==> config.mk <==
export PLATFORM = sky130hd
export DESIGN_NAME = dispatch_count_calibrator
export DESIGN_NICKNAME = d
export VERILOG_FILES = /design/src/hdl/dcc_pkg.sv /design/src/hdl/dcc_div.sv /design/src/hdl/dcc_seq.sv /design/src/hdl/dispatch_count_calibrator.sv
export SDC_FILE = /design/constraint.sdc
export NUM_CORES = 2
export LEC_CHECK = 0
export BUFFER_PORTS_ARGS = -buffer_cell sky130_fd_sc_hd__buf_2
export CAP_MARGIN = 40
export CORE_MARGIN = 3
export CORE_UTILIZATION = 59
export DETAILED_ROUTE_END_ITERATION = 8
export GPL_ROUTABILITY_DRIVEN = 1
export PLACE_DENSITY = 0.79
export SLEW_MARGIN = 10
export SYNTH_ARGS = -nofsm -noshare
export SYNTH_HDL_FRONTEND = slang
export SYNTH_HIERARCHICAL = 1
export SYNTH_SLANG_ARGS = --single-unit
==> constraint.sdc <==
create_clock -name clk -period 7.51 [get_ports clk]
set_input_delay 0 -clock clk [delete_from_list [all_inputs] [get_ports clk]]
set_output_delay 0 -clock clk [all_outputs]
set_load 0.01 [all_outputs]
==> src/hdl/dcc_pkg.sv <==
// ----------------------------------------------------------------------------
// Dispatch count calibrator package
// Widths, fixed-point constants and register indexes shared by the
// calibrator's modules.
// ----------------------------------------------------------------------------
package dcc_pkg;

	localparam int TIME_W     = 32;
	localparam int RATIO_FRAC = 16;
	localparam int SAT_SHIFT  = 3;
	localparam int QUOT_W     = RATIO_FRAC + SAT_SHIFT;
	localparam int CNT_W      = $clog2(QUOT_W);
	localparam int CFG_IDX_W  = 2;
	localparam int CFG_DATA_W = 32;

	localparam logic [QUOT_W-1:0] RATIO_MIN      = QUOT_W'(49152);
	localparam logic [QUOT_W-1:0] RATIO_MAX_WARM = QUOT_W'(81920);
	localparam logic [QUOT_W-1:0] RATIO_MAX_COLD = QUOT_W'(262144);
	localparam logic [QUOT_W-1:0] RATIO_HALF     = QUOT_W'(32768);

	localparam logic [CFG_IDX_W-1:0] REG_TARGET_TIME = CFG_IDX_W'(0);
	localparam logic [CFG_IDX_W-1:0] REG_MIN_COUNT   = CFG_IDX_W'(1);
	localparam logic [CFG_IDX_W-1:0] REG_MAX_COUNT   = CFG_IDX_W'(2);

endpackage

==> src/hdl/dcc_div.sv <==
// ----------------------------------------------------------------------------
// Dispatch count calibrator divider
// Restoring radix-2 divider with one shared subtractor. It produces the
// low quotient bits of the time ratio, one bit per cycle.
// ----------------------------------------------------------------------------
module dcc_div
	import dcc_pkg::*;
(
	input  logic                        clk,
	input  logic                        arst_n,
	input  logic                        start,
	input  logic [TIME_W-SAT_SHIFT-1:0] num_hi,
	input  logic [QUOT_W-1:0]           num_lo,
	input  logic [TIME_W-1:0]           divisor,
	output logic                        done,
	output logic [QUOT_W-1:0]           quotient
);

	logic [TIME_W-1:0] rem_q;
	logic [QUOT_W-1:0] low_q;
	logic [QUOT_W-1:0] quot_q;
	logic [CNT_W-1:0]  cnt_q;
	logic              busy_q;
	logic              done_q;
	logic [TIME_W:0]   shifted;
	logic [TIME_W:0]   trial;
	logic              fits;

	always_comb begin
		shifted = {rem_q, low_q[QUOT_W-1]};
		trial   = shifted - {1'b0, divisor};
		fits    = !trial[TIME_W];
	end

	always_ff @(posedge clk or negedge arst_n) begin
		if (!arst_n) begin
			busy_q <= 1'b0;
			done_q <= 1'b0;
		end else begin
			done_q <= 1'b0;
			if (start) begin
				rem_q  <= {{SAT_SHIFT{1'b0}}, num_hi};
				low_q  <= num_lo;
				cnt_q  <= CNT_W'(QUOT_W - 1);
				busy_q <= 1'b1;
			end else if (busy_q) begin
				rem_q  <= fits ? trial[TIME_W-1:0] : shifted[TIME_W-1:0];
				low_q  <= {low_q[QUOT_W-2:0], 1'b0};
				quot_q <= {quot_q[QUOT_W-2:0], fits};
				if (cnt_q == '0) begin
					busy_q <= 1'b0;
					done_q <= 1'b1;
				end else begin
					cnt_q <= cnt_q - CNT_W'(1);
				end
			end
		end
	end

	assign done     = done_q;
	assign quotient = quot_q;

endmodule

==> src/hdl/dcc_seq.sv <==
// ----------------------------------------------------------------------------
// Dispatch count calibrator sequencer
// Steps one request through filtering, ratio division, dead band test,
// scaling and clamping, and holds the result for the output channel.
// ----------------------------------------------------------------------------
module dcc_seq
	import dcc_pkg::*;
#(
	parameter int COUNT_BITS = 16
) (
	input  logic                  clk,
	input  logic                  arst_n,
	input  logic [TIME_W-1:0]     target_time,
	input  logic [COUNT_BITS-1:0] eff_min,
	input  logic [COUNT_BITS-1:0] eff_max,
	input  logic                  in_valid,
	output logic                  in_stall,
	input  logic [TIME_W-1:0]     measured_time,
	input  logic                  time_valid,
	input  logic [COUNT_BITS-1:0] dispatch_count,
	output logic                  out_valid,
	input  logic                  out_stall,
	output logic [COUNT_BITS-1:0] next_count
);

	localparam int PW = COUNT_BITS + QUOT_W;
	localparam int EW = COUNT_BITS + SAT_SHIFT;
	localparam int BW = TIME_W + 5;

	typedef enum logic [2:0] {
		S_IDLE,
		S_CHECK,
		S_PREP,
		S_DIV,
		S_BAND,
		S_MUL,
		S_FIN,
		S_OUT
	} state_t;

	state_t                state_q;
	logic [TIME_W-1:0]     meas_q;
	logic                  valid_q;
	logic [COUNT_BITS-1:0] disp_q;
	logic [TIME_W-1:0]     filt_q;
	logic [COUNT_BITS-1:0] cur_q;
	logic [COUNT_BITS-1:0] res_q;
	logic [QUOT_W-1:0]     ratio_q;
	logic                  cold_q;
	logic                  up_q;
	logic                  dn_q;
	logic [PW-1:0]         prod_q;
	logic                  out_valid_q;
	logic [COUNT_BITS-1:0] next_count_q;

	logic [TIME_W+1:0]     filt_sum;
	logic [TIME_W-1:0]     filt_next;
	logic                  sat_c;
	logic                  cold_c;
	logic [COUNT_BITS:0]   dbl;
	logic [COUNT_BITS-1:0] dbl_res;
	logic [QUOT_W-1:0]     upper;
	logic [QUOT_W-1:0]     ratio_clamped;
	logic [BW-1:0]         t20;
	logic [BW-1:0]         f21;
	logic [BW-1:0]         f19;
	logic [COUNT_BITS-1:0] scale;
	logic [PW-1:0]         rnd;
	logic [EW-1:0]         prop;
	logic [EW-1:0]         disp_ext;
	logic [EW-1:0]         adj;
	logic [COUNT_BITS-1:0] fin_res;
	logic                  div_start;
	logic                  div_done;
	logic [QUOT_W-1:0]     quot;

	always_comb begin
		filt_sum  = {1'b0, filt_q, 1'b0} + {2'b0, filt_q} + {2'b0, meas_q};
		filt_next = (filt_q == '0) ? meas_q : filt_sum[TIME_W+1:2];

		sat_c  = {{SAT_SHIFT{1'b0}}, target_time} >= {filt_q, {SAT_SHIFT{1'b0}}};
		cold_c = ({1'b0, filt_q, 3'b0} + {3'b0, filt_q, 1'b0}) <
			{4'b0, target_time};

		dbl = {cur_q, 1'b0};
		if (dbl < {1'b0, eff_min}) begin
			dbl_res = eff_min;
		end else if (dbl > {1'b0, eff_max}) begin
			dbl_res = eff_max;
		end else begin
			dbl_res = dbl[COUNT_BITS-1:0];
		end

		upper = cold_q ? RATIO_MAX_COLD : RATIO_MAX_WARM;
		if (quot < RATIO_MIN) begin
			ratio_clamped = RATIO_MIN;
		end else if (quot > upper) begin
			ratio_clamped = upper;
		end else begin
			ratio_clamped = quot;
		end

		t20 = {1'b0, target_time, 4'b0} + {3'b0, target_time, 2'b0};
		f21 = {1'b0, filt_q, 4'b0} + {3'b0, filt_q, 2'b0} + {5'b0, filt_q};
		f19 = {1'b0, filt_q, 4'b0} + {4'b0, filt_q, 1'b0} + {5'b0, filt_q};

		scale = (disp_q == '0) ? COUNT_BITS'(1) : disp_q;

		rnd      = prod_q + PW'(RATIO_HALF);
		prop     = rnd[PW-1:RATIO_FRAC];
		disp_ext = {{SAT_SHIFT{1'b0}}, disp_q};
		if (up_q && prop <= disp_ext && disp_q < eff_max) begin
			adj = disp_ext + EW'(1);
		end else if (dn_q && prop >= disp_ext && disp_q > eff_min) begin
			adj = disp_ext - EW'(1);
		end else begin
			adj = prop;
		end
		if (adj < {{SAT_SHIFT{1'b0}}, eff_min}) begin
			fin_res = eff_min;
		end else if (adj > {{SAT_SHIFT{1'b0}}, eff_max}) begin
			fin_res = eff_max;
		end else begin
			fin_res = adj[COUNT_BITS-1:0];
		end
	end

	assign div_start = (state_q == S_PREP) && !sat_c;

	dcc_div u_div (
		.clk      (clk),
		.arst_n   (arst_n),
		.start    (div_start),
		.num_hi   (target_time[TIME_W-1:SAT_SHIFT]),
		.num_lo   ({target_time[SAT_SHIFT-1:0], {RATIO_FRAC{1'b0}}}),
		.divisor  (filt_q),
		.done     (div_done),
		.quotient (quot)
	);

	always_ff @(posedge clk or negedge arst_n) begin
		if (!arst_n) begin
			state_q     <= S_IDLE;
			cur_q       <= COUNT_BITS'(1);
			filt_q      <= '0;
			out_valid_q <= 1'b0;
		end else begin
			if (out_valid_q && !out_stall) begin
				out_valid_q <= 1'b0;
			end
			case (state_q)
				S_IDLE: begin
					if (in_valid) begin
						meas_q  <= measured_time;
						valid_q <= time_valid;
						disp_q  <= dispatch_count;
						state_q <= S_CHECK;
					end
				end
				S_CHECK: begin
					if (target_time == '0) begin
						res_q   <= eff_min;
						state_q <= S_OUT;
					end else if (!valid_q || meas_q == '0) begin
						res_q   <= dbl_res;
						state_q <= S_OUT;
					end else begin
						filt_q  <= filt_next;
						state_q <= S_PREP;
					end
				end
				S_PREP: begin
					cold_q <= cold_c;
					if (sat_c) begin
						ratio_q <= cold_c ? RATIO_MAX_COLD : RATIO_MAX_WARM;
						state_q <= S_BAND;
					end else begin
						state_q <= S_DIV;
					end
				end
				S_DIV: begin
					if (div_done) begin
						ratio_q <= ratio_clamped;
						state_q <= S_BAND;
					end
				end
				S_BAND: begin
					up_q    <= t20 > f21;
					dn_q    <= t20 < f19;
					state_q <= S_MUL;
				end
				S_MUL: begin
					prod_q  <= PW'(scale) * PW'(ratio_q);
					state_q <= S_FIN;
				end
				S_FIN: begin
					res_q   <= fin_res;
					state_q <= S_OUT;
				end
				S_OUT: begin
					if (!out_valid_q || !out_stall) begin
						out_valid_q  <= 1'b1;
						next_count_q <= res_q;
						cur_q        <= res_q;
						state_q      <= S_IDLE;
					end
				end
				default: begin
					state_q <= S_IDLE;
				end
			endcase
		end
	end

	assign in_stall   = (state_q != S_IDLE);
	assign out_valid  = out_valid_q;
	assign next_count = next_count_q;

endmodule

==> src/hdl/dispatch_count_calibrator.sv <==
// ----------------------------------------------------------------------------
// Dispatch count calibrator
// Turns a measured compute time and the dispatch count behind it into the
// dispatch count for the next frame, aiming at a configured target time.
//
// Usage: configuration registers (target time, minimum and maximum count)
// are written through cfg_wr_en, cfg_index and cfg_data while the block is
// idle. A request is taken when in_valid is high and in_stall is low; the
// block raises in_stall while it works on it. One result per request leaves
// on out_valid / next_count and is taken when out_stall is low.
// A request with a zero target or an invalid or zero time goes from the check
// straight to the output register; when the ratio saturates the divider is
// skipped, and otherwise the bit-serial divider produces the 19 quotient bits.
// A new request is taken the cycle after a result is loaded. While the
// receiver stalls, a further result waits in the sequencer until the output
// register is free. Reset clears the registers to a zero target, minimum one
// and maximum all ones, and the kept count to one.
// ----------------------------------------------------------------------------
module dispatch_count_calibrator
	import dcc_pkg::*;
#(
	parameter int COUNT_BITS = 16
) (
	input  logic                  clk,
	input  logic                  arst_n,
	input  logic                  cfg_wr_en,
	input  logic [CFG_IDX_W-1:0]  cfg_index,
	input  logic [CFG_DATA_W-1:0] cfg_data,
	input  logic                  in_valid,
	output logic                  in_stall,
	input  logic [TIME_W-1:0]     measured_time,
	input  logic                  time_valid,
	input  logic [COUNT_BITS-1:0] dispatch_count,
	output logic                  out_valid,
	input  logic                  out_stall,
	output logic [COUNT_BITS-1:0] next_count
);

	logic [TIME_W-1:0]     target_q;
	logic [COUNT_BITS-1:0] min_q;
	logic [COUNT_BITS-1:0] max_q;
	logic [COUNT_BITS-1:0] eff_min;
	logic [COUNT_BITS-1:0] eff_max;

	always_ff @(posedge clk or negedge arst_n) begin
		if (!arst_n) begin
			target_q <= '0;
			min_q    <= COUNT_BITS'(1);
			max_q    <= '1;
		end else if (cfg_wr_en) begin
			case (cfg_index)
				REG_TARGET_TIME: target_q <= cfg_data[TIME_W-1:0];
				REG_MIN_COUNT:   min_q    <= cfg_data[COUNT_BITS-1:0];
				REG_MAX_COUNT:   max_q    <= cfg_data[COUNT_BITS-1:0];
				default: begin
				end
			endcase
		end
	end

	always_comb begin
		eff_min = (min_q == '0) ? COUNT_BITS'(1) : min_q;
		eff_max = (max_q < eff_min) ? eff_min : max_q;
	end

	dcc_seq #(
		.COUNT_BITS (COUNT_BITS)
	) u_seq (
		.clk            (clk),
		.arst_n         (arst_n),
		.target_time    (target_q),
		.eff_min        (eff_min),
		.eff_max        (eff_max),
		.in_valid       (in_valid),
		.in_stall       (in_stall),
		.measured_time  (measured_time),
		.time_valid     (time_valid),
		.dispatch_count (dispatch_count),
		.out_valid      (out_valid),
		.out_stall      (out_stall),
		.next_count     (next_count)
	);

endmodule
# Word level (Yosys, flattened, before mapping)

Index checks and enable logic that the tools add are counted.

$lt $le $gt $ge: 15
Add/subtract/negate cells: 13
Shifts and indexed selects: 0
Muxes and demuxes: 43
$mul: 1
Bitwise operators: 3
Div/mod/pow operators: 0
Reduce and logical (&&, ||, !) cells: 40
Equal/unequal tests: 14

Operator list:

| cell                   | count |
|---|---|
| $mux 19                | 10 |
| $mux 16                | 9 |
| $logic_not 32->1       | 3 |
| $mux 32                | 3 |
| $add 36x34->37         | 2 |
| $add 37x32->37         | 2 |
| $pmux 19 s2            | 1 |
| $add 36x33->37         | 1 |
| $gt 37x37->1           | 1 |
| $lt 37x37->1           | 1 |
| $add 35x33->36         | 1 |
| $lt 36x32->1           | 1 |
| $add 35x16->35 const B | 1 |
| $ge 32x35->1           | 1 |
| $mul 16x19->35         | 1 |
| $add 33x32->34         | 1 |
| $add 34x32->34         | 1 |
| $sub 33x32->33         | 1 |
| $logic_not 16->1       | 2 |
| $lt 16x16->1           | 2 |
| $pmux 16 s2            | 1 |
| $mux 29                | 1 |
| $pmux 3 s8             | 1 |
| $ge 19x16->1           | 1 |
| 34 further kinds       | 80 |

Memories kept: 0
Word-level logic and storage cells: 154
Register bits: 331
Memory bits (read-only): 0
Output and inout port bits: 18
Memory bits (writable): 0
Bits in latches: 0

# Depth between registers and ports, before layout

Word-level depth: 11
Gate-level depth with buffers: 33

# By module

Netlist, hierarchy kept.

By module, submodules not included:

| module                    | cells each | area an instance (um^2) | times used | seq. area each (um^2) |
|---|---|---|---|---|
| dcc_seq                   | 3577       | 32467.4                 | 1          | 4996.0 |
| dcc_div                   | 504        | 5171.2                  | 1          | 2302.2 |
| dispatch_count_calibrator | 230        | 3062.9                  | 1          | 1622.8 |

# Worst setup path before layout

Ideal clock, no wire load.

Kind: register -> register
Start point: register u_seq.disp_q[0]
End point: register u_seq.prod_q[32] (data pin)
Path buffers: 1
Stages on the path, launching flop included: 29
Arrival time: 7.340 ns
Required time: 7.330 ns
Setup slack: -0.010 ns
Library setup time: 0.180 ns
Cells stage by stage: edfxtp_1 inv_1 ha_1 nor4b_4 and4_1 nor2_1 clkbuf_1 nand2_1 fa_1 fa_1 fa_1 inv_1 fa_1 fa_1 inv_1 fa_1 inv_1 ha_1 o21a_1 o21ai_0 a211oi_1 a2111oi_4 o41ai_2 nand4_1 a31oi_1 a41o_1 a21bo_2 nand2_1 a221oi_1

Cells in the longest elaborated chain, start to end: 3

Ends and longest elaborated chain:

| what                   | line           | RTL |
|---|---|---|
| from (decl)            | dcc_seq.sv:44  | `logic [COUNT_BITS-1:0] disp_q;` |
| from (signal assigned) | dcc_seq.sv:156 | `disp_q <= dispatch_count;` |
| $logic_not 16->1       | dcc_seq.sv:107 | `scale = (disp_q == '0) ? COUNT_BITS'(1) : disp_q;` |
| $mux 16 *              | dcc_seq.sv:107 |  |
| $mul 16x19->35 *       | dcc_seq.sv:193 | `prod_q <= PW'(scale) * PW'(ratio_q);` |
| to (signal assigned)   | dcc_seq.sv:193 |  |
| to (decl)              | dcc_seq.sv:52  | `logic [PW-1:0] prod_q;` |

Every way passes the cells marked *; elsewhere a longest branch is shown, timed or not.
A chain may end at the register's enable or synchronous reset.

# Worst setup path after layout

Start point: register min_q[15]
End point: register u_seq.res_q[9] (data pin)

Cells in the longest elaborated chain, start to end: 11

Ends and longest elaborated chain:

| what                   | line                            | RTL |
|---|---|---|
| from (decl)            | dispatch_count_calibrator.sv:40 | `logic [COUNT_BITS-1:0] min_q;` |
| from (signal assigned) | dispatch_count_calibrator.sv:53 | `REG_MIN_COUNT: min_q <= cfg_data[COUNT_BITS-1:0];` |
| $logic_not 16->1       | dispatch_count_calibrator.sv:62 | `eff_min = (min_q == '0) ? COUNT_BITS'(1) : min_q;` |
| $mux 16 *              | dispatch_count_calibrator.sv:62 |  |
| $lt 16x16->1           | dispatch_count_calibrator.sv:63 | `eff_max = (max_q < eff_min) ? eff_min : max_q;` |
| $mux 16 *              | dispatch_count_calibrator.sv:63 |  |
| net eff_max[1]         | dispatch_count_calibrator.sv:43 | `logic [COUNT_BITS-1:0] eff_max;` |
| $lt 16x16->1           | dcc_seq.sv:112                  | `if (up_q && prop <= disp_ext && disp_q < eff_max) begin` |
| $logic_and 1x1->1      | dcc_seq.sv:112                  |  |
| $mux 19                | dcc_seq.sv:112                  |  |
| $gt 19x16->1           | dcc_seq.sv:121                  | `end else if (adj > {{SAT_SHIFT{1'b0}}, eff_max}) begin` |
| $mux 16                | dcc_seq.sv:121                  |  |
| $mux 16                | dcc_seq.sv:119                  | `if (adj < {{SAT_SHIFT{1'b0}}, eff_min}) begin` |
| $pmux 16 s2 *          | dcc_seq.sv:151                  | `case (state_q)` |
| to (signal assigned)   | dcc_seq.sv:162                  | `res_q <= eff_min;` |
| to (signal assigned)   | dcc_seq.sv:165                  | `res_q <= dbl_res;` |
| to (signal assigned)   | dcc_seq.sv:197                  | `res_q <= fin_res;` |
| to (decl)              | dcc_seq.sv:47                   | `logic [COUNT_BITS-1:0] res_q;` |

Mark *: on every way through the listed nets, which the timed path passes. The rest lies on a longest branch. The select of a mux whose other input is x is not followed.

==> parameters.txt <==
Parameter                              Value

Detailed routing
  Avg Vias per Cell    6.24
  DRC violations left    0
  Initial DRC count    2748
  First-pass iteration count of the detailed router    8
  Total via count after detailed routing    33900
  WL per Instance    20.4 um
  WL final    111000 um
  Antenna Violating Nets Remaining    0

Yosys
  Post-synthesis cell count    4311
  Post-synthesis register bit count    316
  Fraction of registers with async set or reset after synthesis    0.373
  Synth area leaders    sky130_fd_sc_hd__ha_1 17%, sky130_fd_sc_hd__fa_1 16%, sky130_fd_sc_hd__edfxtp_1 15%, sky130_fd_sc_hd__dfrtp_1 6.1%, sky130_fd_sc_hd__inv_1 4.4%
  Number of distinct library cell variants in the gate-level netlist after synthesis    106
  Commonest register cell after synthesis    sky130_fd_sc_hd__edfxtp_1
  Most frequent cell after synthesis    sky130_fd_sc_hd__ha_1
  Number of flops mapped to enable cells by yosys    198
  Number of warnings printed during yosys synthesis    6
  Yosys top cell area share    0.171
  Leading cell types by count after synthesis    557 x sky130_fd_sc_hd__ha_1, 480 x sky130_fd_sc_hd__inv_1, 375 x sky130_fd_sc_hd__nand2_1
  Syn Area/Cell    9.44 sq um
  Cell area after synthesis    40700 sq um
  Library cell occupying the most area in the post-synthesis netlist    sky130_fd_sc_hd__ha_1
  Fraction of the yosys area taken by sequential cells    0.219

Clock network
  Clock sinks    316
  Source-to-sink clock delay at the later pin of the worst-skew pair    0.61 ns
  TritonCTS clock tree    built
  Root Buffer Master    sky130_fd_sc_hd__clkbuf_16
  Number of levels in the clock H-tree    2
  Total CTS buffers    39
  Clk buf depth    3
  Clock-pin slew on the worst setup and hold paths    0.06 ns

Run status
  Run status    finished clean

Final layout
  Count of filler cells inserted in the layout    5257
  Final design utilization    0.665
  Layout-stage area growth over the synthesis result    10.6%
  Post-layout net count    5496
  Share of layout cells above drive strength 1    0.109
  Final design area excluding fillers    45000 sq um
  Final non-filler cell total    5426

Critical path
  Element type at the critical path start    flop
  Biggest fanout along the worst timing path    10
  WP data arrival    7.67 ns
  Classification of the worst setup path    flop to flop
  Register-to-Register Setup Slack    0.20 ns
  Crit-path slowest cell    sky130_fd_sc_hd__nor2_1
  Slowest stage delay, CP    0.60 ns
  Most used cell, CP    sky130_fd_sc_hd__o21ai_0
  Req. time, crit path    7.87 ns
  Kind of end point of the critical path    flop

Run
  Max Cap Violations    0

STA
  Max-slew violation total from the final report    0
  Final TNS setup    0 ns
  Worst slew margin relative to its limit    0.400
  Fmax    137 MHz
  Hold Violations, Final    0
  Period Utilization, post-route    0.973
  Setup skew after layout    0.0568 ns
  Endpoints failing setup    0
  Transition time at the pin with the least slew margin    0.900 ns
  Final Critical Period    7.31 ns

Floorplan
  Overall die width    269 um
  Die Footprint    72200 sq um
  Initial standard-cell utilization of the core    0.601
  Core Area    67800 sq um
  Number of placement rows    95
  Top-level I/O count    106
  Y dimension of the die    269 um

Placement
  Global placement routability congestion    0.958
  Input/output buffers    105
  Cells after DPL    5253
  Placed inst area    42600 sq um
  Post-detailed-placement half-perimeter wirelength    83900 um

Global route
  Overall track demand over capacity in global routing    0.309
  Largest net degree at the start of global routing    65
  First-pass GRT wire length    178000 um
  Remaining Overflow, GRT    0
  Antenna violations before repair    2
  Vias in the first global route    34400

Worst hold path
  Hold Crit Class    primary input to flop
sequential cells by signal (all words and copies together), names as in the netlist, 3 cells and up:
register and count:
u_seq/ratio_q 19, target_q 32, u_seq/u_div/cnt_q 5, u_seq/disp_q 16, u_seq/state_q 3, u_seq/res_q 16, min_q 16, u_seq/meas_q 32
u_seq/next_count 16, u_seq/u_div/quotient 19, max_q 16, u_seq/u_div/rem_q 32, u_seq/filt_q 32, u_seq/u_div/low_q 19, u_seq/cur_q 16, u_seq/prod_q 20
layout make-up:
cell class	count	area [sq um]	area share
tap	873	1090	0.0243
clock buffer	45	1030	0.0229
antenna	1	2.50	0.0000556
timing repair buffer	296	2330	0.0518
multi-input combinational	3387	29600	0.656
inverter	482	1810	0.0402
sequential	316	8930	0.198
clock inverter	26	285	0.00634
per-layer routing:
| metal | wire length, um | track usage | vias to the layer above |
|---|---|---|---|
| li1 | - | - | 15600 |
| met1 | 44700 | 0.394 | 16500 |
| met2 | 53100 | 0.529 | 1418 |
| met3 | 8250 | 0.0438 | 343 |
| met4 | 4630 | 0.125 | 0 |
| met5 | 0 | 0 | - |
cells by family (layout without fill, tap and decap cells):
logic type / after synthesis / count (layout) / synth area share
multiplexers: 179 / 179 / 0.0481
other: 1 / 17 / 0.0000921
adder cells (fa/ha/maj): 886 / 886 / 0.333
AO/OA/AOI/OAI: 931 / 931 / 0.152
flip-flops: 316 / 316 / 0.219
XOR/XNOR: 203 / 203 / 0.0439
AND/OR/NAND/NOR: 1172 / 1172 / 0.144
buffers and inverters: 623 / 849 / 0.0591
layout by cell type, fill, tap and decap left out, types with 129 or more instances in the layout:
cell type,n
sky130_fd_sc_hd__mux2_2,129
sky130_fd_sc_hd__inv_1,480
sky130_fd_sc_hd__and2_1,161
sky130_fd_sc_hd__a21oi_1,255
sky130_fd_sc_hd__o21ai_0,159
sky130_fd_sc_hd__ha_1,557
sky130_fd_sc_hd__edfxtp_1,198
sky130_fd_sc_hd__fa_1,329
sky130_fd_sc_hd__xnor2_1,131
sky130_fd_sc_hd__a21o_1,148
sky130_fd_sc_hd__nand2_1,374
sky130_fd_sc_hd__nor2_1,192
repair_timing:
action | 4_1_cts | 5_1_grt
resized for setup | 3 | 22
setup buffers | 0 | 8
cloned | 0 | 1
pin swaps | 0 | 10
hold endpoints to repair | 174 | 0
hold buffers | 89 | 0
endpoints found under the setup margin | 6 | 22
worst paths after layout:
check / start / to / cells past startpoint
max in group asynchronous: arst_n / target_q[29] / 5
worst min register to register: u_seq/res_q[1] / u_seq/next_count[1] / 0
worst max register to register: min_q[15] / u_seq/res_q[9] / 31
worst max-delay path: min_q[15] / u_seq/res_q[9] / 31
worst min-delay path: cfg_index[0] / min_q[7] / 4
min in group asynchronous: arst_n / max_q[4] / 3
critical path, delay by kind of cell (launching register included):
kind,cells,cell delay [ns]
compound gates,15,3.07
fa+ha+maj,3,0.93
buf+inv,4,0.55
flops,1,0.43
mux,2,0.59
simple gates,7,1.50
per-stage QoR:
step / hold WS (ns) / setup WS (ns)
final: 0.0965 / 0.203
after floorplan: -0.296 / 0.0183
after CTS: 0.0693 / 0.0537
after global placement: -0.111 / -0.0750
after detailed placement: -0.107 / -0.309
after global routing: 0.112 / -0.0194
Power is left out: the tool's default activity adds up to more than one toggle a clock period on the data nets, which glitch-free logic cannot reach.
